**config.mk**
```make
export PLATFORM = sky130hd
export DESIGN_NAME = viewport_fit_scaler_flat
export DESIGN_NICKNAME = d
export VERILOG_FILES = /design/src/rtl/vfs_pkg.sv /design/src/rtl/vfs_if.sv /design/src/rtl/vfs_div.sv /design/src/rtl/vfs_ctrl.sv /design/src/rtl/vfs_dp.sv /design/src/rtl/viewport_fit_scaler.sv /design/src/flat_wrapper.sv
export SDC_FILE = /design/constraint.sdc
export NUM_CORES = 2
export LEC_CHECK = 0
export BUFFER_PORTS_ARGS = -buffer_cell sky130_fd_sc_hd__buf_2
export CORE_UTILIZATION = 59
export DETAILED_ROUTE_END_ITERATION = 10
export HOLD_SLACK_MARGIN = 0.08
export PLACE_DENSITY_LB_ADDON = 0.08
export SLEW_MARGIN = 20
export SYNTH_ARGS = -nofsm -noshare
export SYNTH_HDL_FRONTEND = slang
export SYNTH_HIERARCHICAL = 1
export SYNTH_SLANG_ARGS = --single-unit
export TNS_END_PERCENT = 50
```
**constraint.sdc**
```tcl
create_clock -name clk -period 9.7 [get_ports clk]
set_clock_uncertainty 0.2 [all_clocks]
set_input_delay 0.97 -clock clk [delete_from_list [all_inputs] [get_ports clk]]
set_output_delay 0.97 -clock clk [all_outputs]
set_load 0.01 [all_outputs]
```
**src/rtl/vfs_pkg.sv**
```systemverilog
`timescale 1ns / 1ps
`default_nettype none

package vfs_pkg;

    localparam int COORD_W = 32;
    localparam int CANVAS_W = 16;
    localparam int SCALE_W = 32;
    localparam int APB_DATA_W = 32;
    localparam int APB_ADDR_W = 3;

    localparam int COORD_FRAC_BITS_DEF = 8;
    localparam int SCALE_FRAC_BITS_DEF = 16;

    localparam logic [CANVAS_W-1:0] CANVAS_WIDTH_RST = 16'd1024;
    localparam logic [CANVAS_W-1:0] CANVAS_HEIGHT_RST = 16'd768;

    // register index, taken from paddr[2]
    localparam logic REG_CANVAS_WIDTH = 1'b0;
    localparam logic REG_CANVAS_HEIGHT = 1'b1;

    // request mode
    localparam logic MODE_MEASURE = 1'b0;
    localparam logic MODE_TRANSFORM = 1'b1;

    typedef struct packed {
        logic measure;
        logic capture;
        logic div_start_x;
        logic div_start_y;
        logic take_rx;
        logic take_ry;
        logic mul_sx;
        logic mul_sy;
        logic off_y;
        logic map_x;
        logic map_y;
        logic out_load;
    } vfs_cmd_t;

    typedef struct packed {
        logic scale_ready;
        logic div_done;
    } vfs_status_t;

endpackage

`default_nettype wire

```
**src/rtl/vfs_if.sv**
```systemverilog
`timescale 1ns / 1ps
`default_nettype none

interface vfs_in_if;
    import vfs_pkg::*;

    logic                       valid;
    logic                       ready;
    logic                       mode;
    logic signed [COORD_W-1:0]  x;
    logic signed [COORD_W-1:0]  y;
    logic                       skip;

    modport source (output valid, mode, x, y, skip, input ready);
    modport sink (input valid, mode, x, y, skip, output ready);
endinterface

interface vfs_out_if;
    import vfs_pkg::*;

    logic                       valid;
    logic                       ready;
    logic signed [COORD_W-1:0]  out_x;
    logic signed [COORD_W-1:0]  out_y;
    logic                       below_min;
    logic                       degenerate;

    modport source (output valid, out_x, out_y, below_min, degenerate, input ready);
    modport sink (input valid, out_x, out_y, below_min, degenerate, output ready);
endinterface

`default_nettype wire

```
**src/rtl/vfs_div.sv**
```systemverilog
`timescale 1ns / 1ps
`default_nettype none

// Restoring divider, one quotient bit per cycle; quotient saturates to 32 bits.
module vfs_div #(
    parameter int DW = 40
) (
    input  wire logic                           clk,
    input  wire logic                           rst_n,
    input  wire logic                           start,
    input  wire logic [DW-1:0]                  dividend,
    input  wire logic [vfs_pkg::SCALE_W-1:0]    divisor,
    output logic                                done,
    output logic [vfs_pkg::SCALE_W-1:0]         quotient
);
    import vfs_pkg::*;

    localparam int CW = $clog2(DW + 1);

    logic [CW-1:0]      cnt_reg;
    logic [CW-1:0]      cnt_next;
    logic               done_reg;
    logic [DW-1:0]      quo_reg;
    logic [SCALE_W-1:0] rem_reg;
    logic [SCALE_W-1:0] dvs_reg;
    logic [SCALE_W:0]   shifted;
    logic               fits;
    logic [DW-1:0]      quo_hi;

    assign shifted = {rem_reg, quo_reg[DW-1]};
    assign fits = shifted >= {1'b0, dvs_reg};
    assign cnt_next = cnt_reg - CW'(1);

    always_ff @(posedge clk or negedge rst_n)
    begin
        if (!rst_n)
        begin
            cnt_reg <= '0;
            done_reg <= 1'b0;
        end
        else
        begin
            done_reg <= (cnt_reg == CW'(1));
            if (start)
            begin
                cnt_reg <= CW'(DW);
            end
            else if (cnt_reg != '0)
            begin
                cnt_reg <= cnt_next;
            end
        end
    end

    always_ff @(posedge clk)
    begin
        if (start)
        begin
            quo_reg <= dividend;
            rem_reg <= '0;
            dvs_reg <= divisor;
        end
        else if (cnt_reg != '0)
        begin
            quo_reg <= {quo_reg[DW-2:0], fits};
            rem_reg <= fits ? SCALE_W'(shifted - {1'b0, dvs_reg}) : SCALE_W'(shifted);
        end
    end

    assign quo_hi = quo_reg >> SCALE_W;
    assign done = done_reg;
    assign quotient = (quo_hi != '0) ? '1 : SCALE_W'(quo_reg);

endmodule

`default_nettype wire

```
**src/rtl/vfs_ctrl.sv**
```systemverilog
`timescale 1ns / 1ps
`default_nettype none

module vfs_ctrl (
    input  wire logic                   clk,
    input  wire logic                   rst_n,
    input  wire logic                   in_valid,
    input  wire logic                   in_mode,
    output logic                        in_ready,
    output logic                        out_valid,
    input  wire logic                   out_ready,
    output vfs_pkg::vfs_cmd_t           cmd,
    input  wire vfs_pkg::vfs_status_t   status
);
    import vfs_pkg::*;

    typedef enum logic [3:0] {
        S_IDLE,
        S_DIV_X_GO,
        S_DIV_X,
        S_DIV_Y_GO,
        S_DIV_Y,
        S_MUL_SX,
        S_MUL_SY,
        S_OFF_Y,
        S_MAP_X,
        S_MAP_Y,
        S_FIN
    } state_t;

    state_t state_reg;
    state_t state_next;
    logic   out_valid_reg;
    logic   out_valid_next;

    always_comb
    begin
        state_next = state_reg;
        cmd = '0;
        in_ready = 1'b0;
        case (state_reg)
            S_IDLE:
            begin
                in_ready = 1'b1;
                if (in_valid)
                begin
                    if (in_mode == MODE_MEASURE)
                    begin
                        cmd.measure = 1'b1;
                    end
                    else
                    begin
                        cmd.capture = 1'b1;
                        state_next = status.scale_ready ? S_MAP_X : S_DIV_X_GO;
                    end
                end
            end
            S_DIV_X_GO:
            begin
                cmd.div_start_x = 1'b1;
                state_next = S_DIV_X;
            end
            S_DIV_X:
            begin
                if (status.div_done)
                begin
                    cmd.take_rx = 1'b1;
                    state_next = S_DIV_Y_GO;
                end
            end
            S_DIV_Y_GO:
            begin
                cmd.div_start_y = 1'b1;
                state_next = S_DIV_Y;
            end
            S_DIV_Y:
            begin
                if (status.div_done)
                begin
                    cmd.take_ry = 1'b1;
                    state_next = S_MUL_SX;
                end
            end
            S_MUL_SX:
            begin
                cmd.mul_sx = 1'b1;
                state_next = S_MUL_SY;
            end
            S_MUL_SY:
            begin
                cmd.mul_sy = 1'b1;
                state_next = S_OFF_Y;
            end
            S_OFF_Y:
            begin
                cmd.off_y = 1'b1;
                state_next = S_MAP_X;
            end
            S_MAP_X:
            begin
                cmd.map_x = 1'b1;
                state_next = S_MAP_Y;
            end
            S_MAP_Y:
            begin
                cmd.map_y = 1'b1;
                state_next = S_FIN;
            end
            S_FIN:
            begin
                // wait for a free output register
                if (!out_valid_reg || out_ready)
                begin
                    cmd.out_load = 1'b1;
                    state_next = S_IDLE;
                end
            end
            default:
            begin
                state_next = S_IDLE;
            end
        endcase
    end

    always_comb
    begin
        if (cmd.out_load)
        begin
            out_valid_next = 1'b1;
        end
        else if (out_ready)
        begin
            out_valid_next = 1'b0;
        end
        else
        begin
            out_valid_next = out_valid_reg;
        end
    end

    always_ff @(posedge clk or negedge rst_n)
    begin
        if (!rst_n)
        begin
            state_reg <= S_IDLE;
            out_valid_reg <= 1'b0;
        end
        else
        begin
            state_reg <= state_next;
            out_valid_reg <= out_valid_next;
        end
    end

    assign out_valid = out_valid_reg;

endmodule

`default_nettype wire

```
**src/rtl/vfs_dp.sv**
```systemverilog
`timescale 1ns / 1ps
`default_nettype none

module vfs_dp #(
    parameter int COORD_FRAC_BITS = vfs_pkg::COORD_FRAC_BITS_DEF,
    parameter int SCALE_FRAC_BITS = vfs_pkg::SCALE_FRAC_BITS_DEF
) (
    input  wire logic                               clk,
    input  wire logic                               rst_n,
    input  wire vfs_pkg::vfs_cmd_t                  cmd,
    output vfs_pkg::vfs_status_t                    status,
    input  wire logic [vfs_pkg::CANVAS_W-1:0]       canvas_width,
    input  wire logic [vfs_pkg::CANVAS_W-1:0]       canvas_height,
    input  wire logic signed [vfs_pkg::COORD_W-1:0] x,
    input  wire logic signed [vfs_pkg::COORD_W-1:0] y,
    input  wire logic                               skip,
    output logic signed [vfs_pkg::COORD_W-1:0]      out_x,
    output logic signed [vfs_pkg::COORD_W-1:0]      out_y,
    output logic                                    below_min,
    output logic                                    degenerate
);
    import vfs_pkg::*;

    localparam int SH = COORD_FRAC_BITS + SCALE_FRAC_BITS;
    localparam int DW = CANVAS_W + SH;
    localparam int PW = 2 * SCALE_W;
    localparam int MW = PW - SCALE_FRAC_BITS;
    localparam int SW = MW + 2;
    localparam logic signed [SW-1:0] SAT_HI = {{(SW-31){1'b0}}, {31{1'b1}}};
    localparam logic signed [SW-1:0] SAT_LO = {{(SW-31){1'b1}}, {31{1'b0}}};

    logic signed [COORD_W-1:0] min_x_reg, max_x_reg, min_y_reg, max_y_reg;
    logic                      box_started_reg;
    logic                      scale_ready_reg;
    logic [SCALE_W-1:0]        scale_reg;
    logic [COORD_W-1:0]        offset_x_reg, offset_y_reg;
    logic signed [COORD_W-1:0] x_reg, y_reg;
    logic                      skip_reg;
    logic [COORD_W-1:0]        magx_reg, magy_reg;
    logic                      negx_reg, negy_reg;
    logic [COORD_W-1:0]        ex_reg, ey_reg;
    logic [SCALE_W-1:0]        rx_reg, ry_reg;
    logic [PW-1:0]             prod_reg;
    logic [COORD_W-1:0]        ox_reg;
    logic signed [COORD_W-1:0] out_x_reg, out_y_reg;
    logic                      below_min_reg;
    logic                      degenerate_reg;

    logic                      neg_x, neg_y;
    logic [COORD_W-1:0]        mag_x, mag_y;
    logic                      div_start;
    logic [DW-1:0]             div_dividend;
    logic [SCALE_W-1:0]        div_divisor;
    logic                      div_done;
    logic [SCALE_W-1:0]        div_quot;
    logic                      ex_zero, ey_zero;
    logic [SCALE_W-1:0]        s_sel;
    logic [SCALE_W-1:0]        mul_a;
    logic [COORD_W-1:0]        mul_b;
    logic [PW-1:0]             mul_p;
    logic [MW-1:0]             prod_hi;
    logic                      prod_frac;
    logic [COORD_W-1:0]        wq, hq;
    logic [MW-1:0]             wq_ext;
    logic [MW-1:0]             wdiff;
    logic [COORD_W-1:0]        cx;
    logic [MW:0]               hsum;
    logic [MW-1:0]             cy;
    logic [COORD_W-1:0]        cy_sat;
    logic [COORD_W-1:0]        oy;

    // off + (inv ? ~a : a) + cin, clamped to the signed 32-bit range
    function automatic logic [COORD_W-1:0] sat_sum(
        input logic [COORD_W-1:0] off,
        input logic [MW-1:0]      a,
        input logic               inv,
        input logic               cin
    );
        logic signed [SW-1:0] ae;
        logic signed [SW-1:0] sum;
        logic [COORD_W-1:0]   res;
        ae = SW'(a);
        if (inv)
        begin
            ae = ~ae;
        end
        sum = SW'($signed(off)) + ae + SW'(cin);
        if (sum > SAT_HI)
        begin
            res = 32'h7FFF_FFFF;
        end
        else if (sum < SAT_LO)
        begin
            res = 32'h8000_0000;
        end
        else
        begin
            res = sum[COORD_W-1:0];
        end
        return res;
    endfunction

    // distance from the box minimum, sign and magnitude
    assign neg_x = x < min_x_reg;
    assign neg_y = y < min_y_reg;
    assign mag_x = neg_x ? COORD_W'(min_x_reg - x) : COORD_W'(x - min_x_reg);
    assign mag_y = neg_y ? COORD_W'(min_y_reg - y) : COORD_W'(y - min_y_reg);

    assign div_start = cmd.div_start_x | cmd.div_start_y;
    assign div_dividend = cmd.div_start_y ? {canvas_height, {SH{1'b0}}}
                                          : {canvas_width, {SH{1'b0}}};
    assign div_divisor = cmd.div_start_y ? ey_reg : ex_reg;

    vfs_div #(
        .DW (DW)
    ) u_div (
        .clk      (clk),
        .rst_n    (rst_n),
        .start    (div_start),
        .dividend (div_dividend),
        .divisor  (div_divisor),
        .done     (div_done),
        .quotient (div_quot)
    );

    assign ex_zero = ex_reg == '0;
    assign ey_zero = ey_reg == '0;

    always_comb
    begin
        if (!ex_zero && !ey_zero)
        begin
            s_sel = (rx_reg < ry_reg) ? rx_reg : ry_reg;
        end
        else if (!ex_zero)
        begin
            s_sel = rx_reg;
        end
        else if (!ey_zero)
        begin
            s_sel = ry_reg;
        end
        else
        begin
            s_sel = '0;
        end
    end

    // one shared 32x32 multiplier
    always_comb
    begin
        mul_a = cmd.mul_sx ? s_sel : scale_reg;
        if (cmd.mul_sx)
        begin
            mul_b = ex_reg;
        end
        else if (cmd.mul_sy)
        begin
            mul_b = ey_reg;
        end
        else if (cmd.map_x)
        begin
            mul_b = magx_reg;
        end
        else
        begin
            mul_b = magy_reg;
        end
    end

    assign mul_p = PW'(mul_a) * PW'(mul_b);
    assign prod_hi = prod_reg[PW-1:SCALE_FRAC_BITS];
    assign prod_frac = |prod_reg[SCALE_FRAC_BITS-1:0];

    // centering offsets
    assign wq = COORD_W'(canvas_width) << COORD_FRAC_BITS;
    assign hq = COORD_W'(canvas_height) << COORD_FRAC_BITS;
    assign wq_ext = MW'(wq);
    assign wdiff = wq_ext - prod_hi;
    assign cx = (prod_hi > wq_ext) ? '0 : {1'b0, wdiff[COORD_W-1:1]};
    assign hsum = (MW + 1)'(hq) + (MW + 1)'(prod_hi);
    assign cy = hsum[MW:1];
    assign cy_sat = (cy[MW-1:COORD_W-1] != '0) ? 32'h7FFF_FFFF : cy[COORD_W-1:0];

    // y axis flipped: offset_y - floor(scale * dy)
    assign oy = sat_sum(offset_y_reg, prod_hi, !negy_reg, negy_reg ? prod_frac : 1'b1);

    always_ff @(posedge clk or negedge rst_n)
    begin
        if (!rst_n)
        begin
            min_x_reg <= '0;
            max_x_reg <= '0;
            min_y_reg <= '0;
            max_y_reg <= '0;
            box_started_reg <= 1'b0;
            scale_ready_reg <= 1'b0;
        end
        else
        begin
            if (cmd.measure && !skip)
            begin
                // a measure after a transform opens a new point set
                if (!box_started_reg || scale_ready_reg)
                begin
                    min_x_reg <= x;
                    max_x_reg <= x;
                    min_y_reg <= y;
                    max_y_reg <= y;
                end
                else
                begin
                    if (x < min_x_reg)
                    begin
                        min_x_reg <= x;
                    end
                    if (x > max_x_reg)
                    begin
                        max_x_reg <= x;
                    end
                    if (y < min_y_reg)
                    begin
                        min_y_reg <= y;
                    end
                    if (y > max_y_reg)
                    begin
                        max_y_reg <= y;
                    end
                end
                box_started_reg <= 1'b1;
                scale_ready_reg <= 1'b0;
            end
            else if (cmd.off_y)
            begin
                scale_ready_reg <= 1'b1;
            end
        end
    end

    always_ff @(posedge clk)
    begin
        if (cmd.capture)
        begin
            x_reg <= x;
            y_reg <= y;
            skip_reg <= skip;
            negx_reg <= neg_x;
            negy_reg <= neg_y;
            magx_reg <= mag_x;
            magy_reg <= mag_y;
            ex_reg <= COORD_W'(max_x_reg - min_x_reg);
            ey_reg <= COORD_W'(max_y_reg - min_y_reg);
        end
        if (cmd.take_rx)
        begin
            rx_reg <= div_quot;
        end
        if (cmd.take_ry)
        begin
            ry_reg <= div_quot;
        end
        if (cmd.mul_sx)
        begin
            scale_reg <= s_sel;
        end
        if (cmd.mul_sx || cmd.mul_sy || cmd.map_x || cmd.map_y)
        begin
            prod_reg <= mul_p;
        end
        if (cmd.mul_sy)
        begin
            offset_x_reg <= cx;
        end
        if (cmd.off_y)
        begin
            offset_y_reg <= cy_sat;
        end
        if (cmd.map_y)
        begin
            ox_reg <= sat_sum(offset_x_reg, prod_hi, negx_reg, negx_reg & !prod_frac);
        end
        if (cmd.out_load)
        begin
            if (skip_reg)
            begin
                out_x_reg <= x_reg;
                out_y_reg <= y_reg;
                below_min_reg <= 1'b0;
            end
            else
            begin
                out_x_reg <= $signed(ox_reg);
                out_y_reg <= $signed(oy);
                below_min_reg <= negx_reg;
            end
            degenerate_reg <= (max_x_reg == min_x_reg) && (max_y_reg == min_y_reg);
        end
    end

    assign status.scale_ready = scale_ready_reg;
    assign status.div_done = div_done;
    assign out_x = out_x_reg;
    assign out_y = out_y_reg;
    assign below_min = below_min_reg;
    assign degenerate = degenerate_reg;

endmodule

`default_nettype wire

```
**src/rtl/viewport_fit_scaler.sv**
```systemverilog
`timescale 1ns / 1ps
`default_nettype none

// Fits a point set into a canvas with one uniform scale, centered, y axis flipped.
// Send the set with mode 0 to measure its bounding box (skipped points are
// ignored), then again with mode 1 to get one mapped point per item, Q24.8 in
// and out, saturated. A measure item is taken without leaving the idle state;
// a transform item runs accept, the shared 32x32 multiplier used twice, then
// the output register, and holds there while the previous result is still
// unread; no new item is taken before it is done. The first transform after
// a measure pass also fits the scale: two restoring divisions of
// 16+COORD_FRAC_BITS+SCALE_FRAC_BITS steps each on one shared divider, each
// with a start state and a wait for done, then steps for the scale, the x
// offset and the y offset. A new item is taken while a result waits in the
// output register. Canvas registers sit at byte address 0 (width) and 4
// (height) and are used at the next scale fit.
module viewport_fit_scaler #(
    parameter int COORD_FRAC_BITS = vfs_pkg::COORD_FRAC_BITS_DEF,
    parameter int SCALE_FRAC_BITS = vfs_pkg::SCALE_FRAC_BITS_DEF
) (
    input  wire logic                               clk,
    input  wire logic                               rst_n,
    vfs_in_if.sink                                  points,
    vfs_out_if.source                               results,
    input  wire logic                               psel,
    input  wire logic                               penable,
    input  wire logic                               pwrite,
    input  wire logic [vfs_pkg::APB_ADDR_W-1:0]     paddr,
    input  wire logic [vfs_pkg::APB_DATA_W-1:0]     pwdata,
    output logic [vfs_pkg::APB_DATA_W-1:0]          prdata,
    output logic                                    pready
);
    import vfs_pkg::*;

    logic [CANVAS_W-1:0] canvas_width_reg;
    logic [CANVAS_W-1:0] canvas_height_reg;
    logic                reg_idx;
    logic                wr_en;
    vfs_cmd_t            cmd;
    vfs_status_t         status;

    assign pready = 1'b1;
    assign reg_idx = paddr[2];
    assign wr_en = psel && penable && pwrite && pready;

    always_ff @(posedge clk or negedge rst_n)
    begin
        if (!rst_n)
        begin
            canvas_width_reg <= CANVAS_WIDTH_RST;
            canvas_height_reg <= CANVAS_HEIGHT_RST;
        end
        else if (wr_en)
        begin
            case (reg_idx)
                REG_CANVAS_WIDTH:  canvas_width_reg <= pwdata[CANVAS_W-1:0];
                REG_CANVAS_HEIGHT: canvas_height_reg <= pwdata[CANVAS_W-1:0];
                default:           canvas_width_reg <= canvas_width_reg;
            endcase
        end
    end

    always_comb
    begin
        case (reg_idx)
            REG_CANVAS_WIDTH:  prdata = APB_DATA_W'(canvas_width_reg);
            REG_CANVAS_HEIGHT: prdata = APB_DATA_W'(canvas_height_reg);
            default:           prdata = '0;
        endcase
    end

    vfs_ctrl u_ctrl (
        .clk       (clk),
        .rst_n     (rst_n),
        .in_valid  (points.valid),
        .in_mode   (points.mode),
        .in_ready  (points.ready),
        .out_valid (results.valid),
        .out_ready (results.ready),
        .cmd       (cmd),
        .status    (status)
    );

    vfs_dp #(
        .COORD_FRAC_BITS (COORD_FRAC_BITS),
        .SCALE_FRAC_BITS (SCALE_FRAC_BITS)
    ) u_dp (
        .clk           (clk),
        .rst_n         (rst_n),
        .cmd           (cmd),
        .status        (status),
        .canvas_width  (canvas_width_reg),
        .canvas_height (canvas_height_reg),
        .x             (points.x),
        .y             (points.y),
        .skip          (points.skip),
        .out_x         (results.out_x),
        .out_y         (results.out_y),
        .below_min     (results.below_min),
        .degenerate    (results.degenerate)
    );

endmodule

`default_nettype wire
```
**src/flat_wrapper.sv**
```systemverilog
// flat-port wrapper written by rule: the top's interface ports become plain ports
module viewport_fit_scaler_flat import vfs_pkg::*;
#(
    parameter int COORD_FRAC_BITS = vfs_pkg::COORD_FRAC_BITS_DEF,
    parameter int SCALE_FRAC_BITS = vfs_pkg::SCALE_FRAC_BITS_DEF
)
  (clk, rst_n, psel, penable, pwrite, paddr, pwdata, prdata, pready, points_valid, points_mode, points_x, points_y, points_skip, points_ready, results_valid, results_out_x, results_out_y, results_below_min, results_degenerate, results_ready);
  vfs_in_if points_i ();
  vfs_out_if results_i ();
  input  wire logic clk;
  input  wire logic rst_n;
  input  wire logic psel;
  input  wire logic penable;
  input  wire logic pwrite;
  input  wire logic [vfs_pkg::APB_ADDR_W-1:0] paddr;
  input  wire logic [vfs_pkg::APB_DATA_W-1:0] pwdata;
  output logic [vfs_pkg::APB_DATA_W-1:0] prdata;
  output logic pready;
  input wire logic [$bits(points_i.valid)-1:0] points_valid;
  input wire logic [$bits(points_i.mode)-1:0] points_mode;
  input wire logic [$bits(points_i.x)-1:0] points_x;
  input wire logic [$bits(points_i.y)-1:0] points_y;
  input wire logic [$bits(points_i.skip)-1:0] points_skip;
  output wire logic [$bits(points_i.ready)-1:0] points_ready;
  output wire logic [$bits(results_i.valid)-1:0] results_valid;
  output wire logic [$bits(results_i.out_x)-1:0] results_out_x;
  output wire logic [$bits(results_i.out_y)-1:0] results_out_y;
  output wire logic [$bits(results_i.below_min)-1:0] results_below_min;
  output wire logic [$bits(results_i.degenerate)-1:0] results_degenerate;
  input wire logic [$bits(results_i.ready)-1:0] results_ready;
  assign points_i.valid = points_valid;
  assign points_i.mode = points_mode;
  assign points_i.x = points_x;
  assign points_i.y = points_y;
  assign points_i.skip = points_skip;
  assign points_ready = points_i.ready;
  assign results_valid = results_i.valid;
  assign results_out_x = results_i.out_x;
  assign results_out_y = results_i.out_y;
  assign results_below_min = results_i.below_min;
  assign results_degenerate = results_i.degenerate;
  assign results_i.ready = results_ready;
  viewport_fit_scaler #(.COORD_FRAC_BITS(COORD_FRAC_BITS), .SCALE_FRAC_BITS(SCALE_FRAC_BITS)) u_core (.clk(clk), .rst_n(rst_n), .points(points_i), .results(results_i), .psel(psel), .penable(penable), .pwrite(pwrite), .paddr(paddr), .pwdata(pwdata), .prdata(prdata), .pready(pready));
endmodule
```
==> summary.txt <==
Critical path
  • Top delay family on crit path: adder cells
  • Crit-path slowest cell: fa_2
  • Crit path kind: reg -> reg
  • Worst EP required: 10.01 ns
  • Worst path bufs/invs: 15
  • CP startpoint kind: flop
  • Critical path's largest stage delay: 0.86 ns
  • Worst Path Arrival: 11.22 ns
  • Worst-path maximum fanout: 10
  • CP Capture Type: flop
  • Crit path top cell by count: fa_1

Status
  • Status: finished with violations
  • Failing checks: negative setup slack

Synthesis
  • Main flop type after synthesis: edfxtp_1
  • Synth Warn #: 6
  • Seq cells post-synth: 794
  • Ranking of synthesized cells by area: fa_1 21%, edfxtp_1 19%, ha_1 10%
  • Post-Syn Instances: 9331
  • Number of synthesized flops with an enable pin: 556
  • Share of synthesized registers carrying an async set or reset: 21.9%
  • Yosys cell types: 119
  • Syn Area/Cell: 9.48 sq um
  • Most instantiated cells after synthesis: 1276 x inv_1, 1050 x a21oi_1, 908 x fa_1
  • Synth area leader: fa_1
  • Most common cell in the synthesized netlist: inv_1
  • Post-synth top area share: 20.5%
  • Synth Cell Area: 0.0885 sq mm
  • Sequential area share after synthesis: 25.2%

Routing
  • DR vias/cell: 6.59
  • Antenna-violating nets left: 0
  • Drt wl/cell: 30.2 um
  • Routed wire length: 371 mm
  • Initial DRC Count: 9649
  • DR vias: 80800
  • Drt pass-1 iters: 9
  • DRC viols: 0

Clock tree
  • Num CTS Buffers: 93
  • Clock slew at reported path FFs: 0.06 ns
  • Clock buffer depth: 3
  • Clock Sinks: 794
  • H-tree levels: 3
  • Clock latency on the worst-skew pair: 0.78 ns
  • CTS tree: done
  • Root buffer cell: clkbuf_16
  • Cts-stage hold buffer count: 0

Floorplanning
  • Core footprint: 0.148 sq mm
  • Die Width: 389 um
  • FP Rows: 141
  • Die Area: 0.152 sq mm
  • # IOs: 209
  • Height of the die: 389 um
  • Initial Utilization: 59.6%

STA
  • Post-route clock period utilization: 112%
  • Final Hold Viols: 0
  • Setup TNS Final: -31.27 ns
  • Fmax: 91.7 MHz
  • Period minus WS final: 10.91 ns
  • Worst-margin pin slew: 1.30 ns
  • Final setup violation count: 43
  • RSZ-0062 raised after global routing: yes
  • Final-report max-slew violation count: 0
  • Slew headroom: 12.7%
  • Slack of the critical path: -1.21 ns

Hold path
  • Worst Hold Class: in -> async

Placement
  • Setup WS pre-CTS: -1.03 ns
  • DP HPWL: 289 mm
  • IO Port Bufs: 173
  • GPL Wtd Cong: 1.11

Layout
  • Fin nets: 11900
  • Largest register FFs: 64
  • Share of layout cells above drive strength 1: 20.1%
  • P&R area growth vs syn: 19.0%

Job
  • Max-cap violations: 0

Global routing
  • Initial antenna violation count: 33
  • Gr usage total: 48.2%
  • First-pass GRT wire length: 529 mm
  • Vias in the first global route: 80100
  • Grt ovf: 0
  • Largest net degree at the start of global routing: 99
## cells by family after synthesis
group                    Yosys count  synth area share (%)
XOR/XNOR                         395                  3.92
multiplexers                     310                  3.78
adder cells (fa/ha/maj)         1616                  30.6
buffers and inverters           1815                  7.99
AND/OR/NAND/NOR                 1605                  9.27
flip-flops                       794                  25.2
other                              3                0.0127
AO/OA/AOI/OAI                   2793                  19.2
## worst paths after layout
check                                             from                           end  slack (ns)  depth (start not counted)
setup / recovery                u_core/u_dp/ry_reg[17]      u_core/u_dp/prod_reg[59]       -1.21                         46
max in group asynchronous                        rst_n    u_core/canvas_width_reg[3]        7.29                          3
hold reg to reg            u_core/u_dp/box_started_reg   u_core/u_dp/box_started_reg        0.27                          1
min in group clk                          points_y[15]         u_core/u_dp/y_reg[15]        0.25                          1
setup reg to reg                u_core/u_dp/ry_reg[17]      u_core/u_dp/prod_reg[59]       -1.21                         46
hold / removal                                   rst_n  u_core/u_dp/u_div/cnt_reg[4]        0.11                          1
## worst reg2reg max path, delay by kind of cell (launching register included)
kind	cells	cell delay [ns]
AO/OA/AOI/OAI	16	3.03
adder cells (fa/ha/maj)	10	4.26
buffers and inverters	15	1.83
flip-flops	1	0.40
XOR/XNOR	1	0.14
AND/OR/NAND/NOR	4	0.77
## through the flow
step           util, %  instances  cell area [sq um]  hold WS [ns]
2_1_floorplan        -       9370              89400         0.226
4_1_cts           69.9      12200             104000         0.142
6_report          71.0      12300             105000         0.115
5_1_grt           71.0      12300             105000         0.172
3_5_place_dp      66.7      12000              99000         0.255
3_3_place_gp      66.7      12000              99000         0.242
## metal layers
| layer | part of all wire [%] | GRT usage [%] | vias to the layer above |
|---|---|---|---|
| met5 | 0.077 | 0 | - |
| met4 | 11 | 42.6 | 20 |
| met3 | 12 | 15.4 | 1856 |
| met2 | 43 | 72.6 | 5759 |
| met1 | 33 | 55.3 | 39300 |
| li1 | - | - | 33900 |
## repair_timing
| action | in CTS | in global routing |
|---|---|---|
| buffers inserted | 51 | 51 |
| endpoints found under the setup margin | 46 | 48 |
| resized for setup | 230 | 239 |
| cloned | 7 | 6 |
| hold endpoints to repair | 0 | 0 |
| pin swaps | 63 | 124 |
## layout by cell type (no fill, tap or decap), drive strengths merged, types with 31 or more instances in the layout
cell type and n:
a41oi 46, buf 1230, o211ai 31, a41o 34
or3 35, conb 42, inv 1285, o21bai 57
xor2 141, and3 44, o21a 82, a21oi 1055
nor3 119, a31oi 50, fa 908, nand4 80
xnor2 254, or2 56, o31ai 49, mux2 161
edfxtp 556, clkinv 33, nor4 60, mux2i 149
ha 708, a21boi 52, o21ai 781, a2bb2oi 34
nand2 436, dfrtp 171, a21o 240, clkbuf 121
o31a 45, nand2b 73, dfxtp 64, nand3 120
and2 66, a211oi 71, nor2b 149, nor2 294
## final cells by class
type                            count  area, sq um
Antenna cell                       25         62.6
Tap cell                         2002         2500
Fill cell                       11100        43000
Multi-Input combinational cell   6761        61700
Clock inverter                     62          771
Sequential cell                   794        22300
Timing Repair Buffer             1239        10700
Inverter                         1276         4800
Clock buffer                      114         2490
Power is left out: the tool's default activity adds up to more than one toggle a clock period on the data nets, which glitch-free logic cannot reach.
